<file path="config.mk">
export PLATFORM = sky130hd
export DESIGN_NAME = gpha_ctrl
export DESIGN_NICKNAME = d
export VERILOG_FILES = /design/src/design/gpha_pkg.sv /design/src/design/gpha_ctrl.sv
export SDC_FILE = /design/constraint.sdc
export NUM_CORES = 1
export LEC_CHECK = 0
export ABC_AREA = 1
export BUFFER_PORTS_ARGS = -buffer_cell sky130_fd_sc_hd__buf_4
export CAP_MARGIN = 20
export CORE_AREA = 4 4 41 43
export DETAILED_ROUTE_END_ITERATION = 12
export DIE_AREA = 0 0 45 47
export PLACE_DENSITY = 0.68
export SYNTH_ARGS = -nofsm -noshare
export SYNTH_HDL_FRONTEND = slang
export SYNTH_SLANG_ARGS = --single-unit
export TNS_END_PERCENT = 30
</file>
<file path="constraint.sdc">
create_clock -name clk_i -period 0.9 [get_ports clk_i]
set_input_delay 0.18 -clock clk_i [delete_from_list [all_inputs] [get_ports clk_i]]
set_output_delay 0.18 -clock clk_i [all_outputs]
set_load 0.02 [all_outputs]
</file>
<file path="src/design/gpha_pkg.sv">
// ----------------------------------------------------------------------------
// Gated pixel hit accumulator - shared package
// Field widths, request and result codes, controller states and the
// command/status bundles between controller and datapath.
// ----------------------------------------------------------------------------
`default_nettype none

package gpha_pkg;

  // Default sizes of the count store
  localparam int unsigned MAX_ROWS_DEF    = 256;
  localparam int unsigned MAX_COLS_DEF    = 256;
  localparam int unsigned COUNT_WIDTH_DEF = 32;

  // Fixed field widths
  localparam int unsigned REQ_W     = 2;
  localparam int unsigned ROW_W     = 8;
  localparam int unsigned COL_W     = 8;
  localparam int unsigned DIM_W     = 9;
  localparam int unsigned TOF_W     = 16;
  localparam int unsigned RES_W     = 32;
  localparam int unsigned CFG_IDX_W = 2;
  localparam int unsigned CFG_W     = 16;
  // Width of the row * cols + col product before it is cut to an address
  localparam int unsigned POS_W     = 20;

  // Reset values
  localparam logic [DIM_W-1:0] DIM_RESET      = 9'd16;
  localparam logic [TOF_W-1:0] TOF_LOW_RESET  = 16'h0000;
  localparam logic [TOF_W-1:0] TOF_HIGH_RESET = 16'hFFFF;

  typedef enum logic [REQ_W-1:0] {
    REQ_PIXEL = 2'd0,
    REQ_READ  = 2'd1,
    REQ_SET   = 2'd2
  } req_e;

  typedef enum logic {
    RES_SUMMARY = 1'b0,
    RES_READ    = 1'b1
  } res_kind_e;

  typedef enum logic [CFG_IDX_W-1:0] {
    CFG_TOF_LOW  = 2'd0,
    CFG_TOF_HIGH = 2'd1
  } cfg_reg_e;

  typedef enum logic [2:0] {
    S_INIT,
    S_IDLE,
    S_DECODE,
    S_CLEAR,
    S_LOOKUP,
    S_UPDATE,
    S_EMIT
  } state_e;

  typedef struct packed {
    logic [REQ_W-1:0] req_type;
    logic [ROW_W-1:0] row;
    logic [COL_W-1:0] col;
    logic [DIM_W-1:0] frame_rows;
    logic [DIM_W-1:0] frame_cols;
    logic [TOF_W-1:0] tof;
    logic             last_pixel;
    logic [RES_W-1:0] new_frame_count;
  } req_item_t;

  typedef struct packed {
    logic             result_kind;
    logic [RES_W-1:0] pixel_count;
    logic [RES_W-1:0] max_count;
    logic [RES_W-1:0] frame_count;
  } res_item_t;

  // Controller to datapath
  typedef struct packed {
    logic in_ready;     // take an item this cycle
    logic clr_write;    // write zero at the sweep pointer and advance it
    logic dim_clear;    // keep new dimensions, zero frame counter, open frame
    logic frame_open;   // mark frame as open
    logic update;       // apply read data to the store and summary state
    logic load_merged;  // load the frame counter
    logic emit;         // load the output register
  } cmd_t;

  // Datapath to controller
  typedef struct packed {
    logic [REQ_W-1:0] req_type;
    logic             dims_differ;
    logic             in_frame;
    logic             clr_done;
    logic             wants_result;
    logic             out_free;
  } status_t;

endpackage

`default_nettype wire

</file>
<file path="src/design/gpha_ctrl.sv">
// ----------------------------------------------------------------------------
// Gated pixel hit accumulator - controller
// Sequences one item at a time: decode, store sweep, lookup, update, emit.
// ----------------------------------------------------------------------------
`default_nettype none

module gpha_ctrl
  import gpha_pkg::*;
(
  input  wire logic    clk_i,
  input  wire logic    rst_ni,
  input  wire logic    req_valid_i,
  input  wire status_t st_i,
  output cmd_t         cmd_o
);

  state_e state_q, state_d;

  // State register; reset starts with a sweep of the store
  always_ff @(posedge clk_i or negedge rst_ni) begin
    if (!rst_ni) begin
      state_q <= S_INIT;
    end else begin
      state_q <= state_d;
    end
  end

  // Next state
  always_comb begin
    state_d = state_q;
    case (state_q)
      S_INIT: begin
        if (st_i.clr_done) state_d = S_IDLE;
      end
      S_IDLE: begin
        if (req_valid_i) state_d = S_DECODE;
      end
      S_DECODE: begin
        case (st_i.req_type)
          REQ_PIXEL: begin
            if (!st_i.in_frame && st_i.dims_differ) begin
              state_d = S_CLEAR;
            end else begin
              state_d = S_LOOKUP;
            end
          end
          REQ_READ: state_d = S_LOOKUP;
          default:  state_d = S_IDLE;
        endcase
      end
      S_CLEAR: begin
        if (st_i.clr_done) state_d = S_LOOKUP;
      end
      S_LOOKUP: state_d = S_UPDATE;
      S_UPDATE: begin
        state_d = st_i.wants_result ? S_EMIT : S_IDLE;
      end
      S_EMIT: begin
        if (st_i.out_free) state_d = S_IDLE;
      end
      default: state_d = S_INIT;
    endcase
  end

  // Commands; the lookup cycle only presents the item address
  always_comb begin
    cmd_o = '0;
    case (state_q)
      S_INIT:   cmd_o.clr_write = 1'b1;
      S_IDLE:   cmd_o.in_ready  = 1'b1;
      S_DECODE: begin
        case (st_i.req_type)
          REQ_PIXEL: begin
            if (!st_i.in_frame && st_i.dims_differ) begin
              cmd_o.dim_clear = 1'b1;
            end else begin
              cmd_o.frame_open = 1'b1;
            end
          end
          REQ_SET: cmd_o.load_merged = 1'b1;
          default: cmd_o = '0;
        endcase
      end
      S_CLEAR:  cmd_o.clr_write = 1'b1;
      S_UPDATE: cmd_o.update    = 1'b1;
      S_EMIT:   cmd_o.emit      = st_i.out_free;
      default:  cmd_o = '0;
    endcase
  end

endmodule

`default_nettype wire

</file>
==> results.txt <==
- TritonCTS built the clock tree.
- Cell Chain, Critical Path: buf_6 > nor2_4 > nand2_2 > nand2_2 > buf_6
- In this run the cell area measured after placement is 593 µm².
- Critical path endpoint category: output pin
- Final TNS setup: -4.11 ns
- Via/cell ratio: between 4 and 5
- Via total after detailed routing: 522
* Run status: finished with violations
* Number of top-level design ports: 17
- Internal power comes to 996 µW.
* Clock Tree Root: sky130_fd_sc_hd__clkbuf_4
- Critical Path AT: 1.22 ns
- The floorplan step set the die height to 47 µm.
- The first global-routing pass estimated 1840 µm of wire.
- Global routing used 2.30% of the available met3 tracks.
- Synth Warn #: 0
- Number of flip-flops under the largest register name: 3
- Counting every sink on the clock net gives 3.
- In this run the number of H-tree levels came out at 1.
- The via count of the first global-routing pass came to 486.
- Total net switching power: ~940 µW
- Net Sw Frac: roughly half
- In this run the register-to-register setup slack is -0.35 ns.
- Port bufs: 16
* Largest registers in the final layout: state_q x3
- Wires add up to 1120 µm.
- The path class of the tightest hold or removal check is input port to async pin.
* Starting Density: about 32%
* Sequential element share of the synthesized area: 17.9%
- Area grow syn2layout: 69.0%
- Synthesized netlist net count: 84
- The global routing stage identified its most utilized layer as met2.
- 0 antenna diodes ended up in the layout.
- Filler cell count: 138
* Number of clock buffers inserted by TritonCTS: 3
* Power density of the placed cells: 2730 nW/µm²
* Register bit count reported by yosys: 3
- Worst stage delay on the critical path: 0.44 ns
- Number of cells traversed by the worst register-to-register path: 8
- The routed design could run at a clock period as short as 1.40 ns.
- Die span in x: 45 µm
- Final HPWL from detailed placement: 791 µm
* Combinational fraction of design power: 72.4%
* Global-route met2 utilization: about a fifth
- Setup repair after global routing missed its margin: true
* Overall routing resource usage: 12.0%
- Initial DRC Count: 7
- Synthesis handed over a netlist of 74 instances.
- Sequential share of power: 15.1%
- Fraction of final layout cells with drive strength greater than 1: 48.5%
- Number of nets in the final layout: 112
- Wire per inst: 9.62 µm
* Mean area per synthesized cell: 5.66 µm²
* Worst slew pin tran: slightly above 0.2 ns
- Maximum number of pins on one net before global-route repair: 9
- Post-layout util: a little over half
* GR Overflow Total: 0
* Final count of hold timing violations: 0
* Required time of the worst setup path: 0.72 ns
* Setup WS post-layout: -0.497 ns
- Critical path's slowest cell: sky130_fd_sc_hd__dfrtp_2
- Worst Clk Skew: 0.00380 ns
- Reg-to-reg critical path startpoint: state_q[1]
- Met1 Usage GRT: 13.5%
* Detailed-router iteration count before antenna repair: 4
- STA classifies the critical path startpoint as a flop.
- Measured against its own limit, the worst slew margin works out to between 80% and 90%.
- Once detail routing completed, the nets flagged for antenna violations numbered 0.
- The region available for standard cell placement spans 1300 µm².
* Critical path type: flop to output pin
- The critical path contains buffers and inverters numbering 2 combined.
- The floorplan step defined a die boundary enclosing about 2100 µm².
- Among cell families on the critical path, the largest total delay comes from flip-flops.
* Count of final max-slew check failures: 0
- FP Rows: 13
- After detailed routing, the number of remaining DRC violations is 0.
- Clock Path Buffers: 2
* Count of max-cap constraint violations: 0
- Maximum clock frequency: 0.716 GHz
- Insertion delay of the later-clocked pin in the worst-skew pair: 0.24 ns
- The endpoint identified for the worst register-to-register timing path is state_q[0].
* Clock slew seen by the registers of the worst setup and hold paths: 0.04 ns
- Area of all placed cells without fillers: 708 µm²
* Routability Congestion: ~0.75
- After synthesis the cells add up to 419 µm².
- The worst-case IR drop observed on VDD is 1110 µV.
- The initial antenna violation count came to 0.
- Setup violations remaining at the end of the flow were counted as 10.
- CP Max Fanout: 4
- Of the available clock period, the critical path in the final layout requires 155%.
- The checks that failed: setup timing.
* Static Leak: 0.000402 µW
- Most flops, register: state_q
- The synthesized netlist contains 15 unique library cells.
- The clock network is responsible for approximately 13% of the overall power.
[worst reg2reg max path, delay by kind of cell, from the launching register on]
| family | cells | cell delay [ns] |
|---|---|---|
| buffers and inverters | 2 | 0.26 |
| flip-flops | 1 | 0.44 |
| AND/OR/NAND/NOR | 6 | 0.45 |
[synth_stat cells, drive strengths merged]
| cell | number | area, µm² |
|---|---|---|
| nand2 | 28 | 113 |
| nor2 | 15 | 73.8 |
| inv | 14 | 57.6 |
| nand3 | 7 | 45.0 |
| buf | 3 | 33.8 |
| dfrtp | 3 | 75.1 |
| o21ai | 2 | 10.0 |
| nand4 | 1 | 6.26 |
| nor3 | 1 | 5.00 |
[cell type report]
class,count,area [µm²],share of cell area (%)
clock buffers,4,26.3,3.71
flip-flops and latches,3,77.6,11.0
repair buffers,26,231,32.7
well taps,15,18.8,2.65
multi-input cells,54,294,41.5
inverters,14,60.1,8.48
[routing by layer]
layer | wire [µm] | up-vias
li1 | - | 273
met3 | 64 | 2
met5 | 0 | -
met1 | 455 | 229
met4 | 14 | 0
met2 | 582 | 18
[stage by stage]
stage | std cells | power, µW | hold slack, ns | worst slack, ns
3_5_place_dp | 107 | 1410 | -0.0274 | -0.323
6_report | 116 | 1930 | 0.268 | -0.497
2_1_floorplan | 74 | 1170 | -0.116 | -0.255
4_1_cts | 114 | 1800 | 0.267 | -0.494
3_3_place_gp | 107 | 1410 | -0.0292 | -0.319
5_1_grt | 116 | 2090 | 0.278 | -0.539
[logic make-up after synthesis]
| group | Yosys count | synth area share (%) |
|---|---|---|
| AO/OA/AOI/OAI | 2 | 2.39 |
| flip-flops | 3 | 17.9 |
| buffers and inverters | 17 | 21.8 |
| AND/OR/NAND/NOR | 52 | 57.9 |
[power by group through the flow]
stage | logic (µW) | clock network, µW | registers, µW
after floorplan | 961 | 0 | 214
after global placement | 1120 | 0 | 285
after detailed placement | 1130 | 0 | 287
after CTS | 1260 | 247 | 291
after global routing | 1540 | 250 | 297
final | 1400 | 242 | 292
[how the worst max path moves through the flow]
stage | endpoint | start | cells after the start
6_report | cmd_o[5] | state_q[1] | 5
5_1_grt | cmd_o[1] | state_q[0] | 6
3_3_place_gp | state_q[1] | state_q[1] | 8
2_1_floorplan | cmd_o[1] | state_q[0] | 6
3_5_place_dp | state_q[1] | state_q[1] | 8
4_1_cts | cmd_o[5] | state_q[0] | 5
[placed cells by master, fill, tap and decap left out, types with 3 or more instances in the layout]
master,instances
sky130_fd_sc_hd__nor2_1,10
sky130_fd_sc_hd__nand3_2,4
sky130_fd_sc_hd__inv_1,8
sky130_fd_sc_hd__buf_4,16
sky130_fd_sc_hd__nand3_1,3
sky130_fd_sc_hd__nand2_1,25
sky130_fd_sc_hd__inv_4,3
sky130_fd_sc_hd__buf_6,9
sky130_fd_sc_hd__nor2_4,4
sky130_fd_sc_hd__inv_2,3
sky130_fd_sc_hd__clkbuf_4,3
[timing repair]
action | 4_1_cts | 5_1_grt
hold buffers | 1 | 0
setup endpoints to repair | 10 | 10
hold endpoints to repair | 3 | 0
pin swaps | 2 | 5
buffers inserted | 2 | 2
resized for setup | 10 | 5
Note: power is estimated with default switching activity, not from simulation.
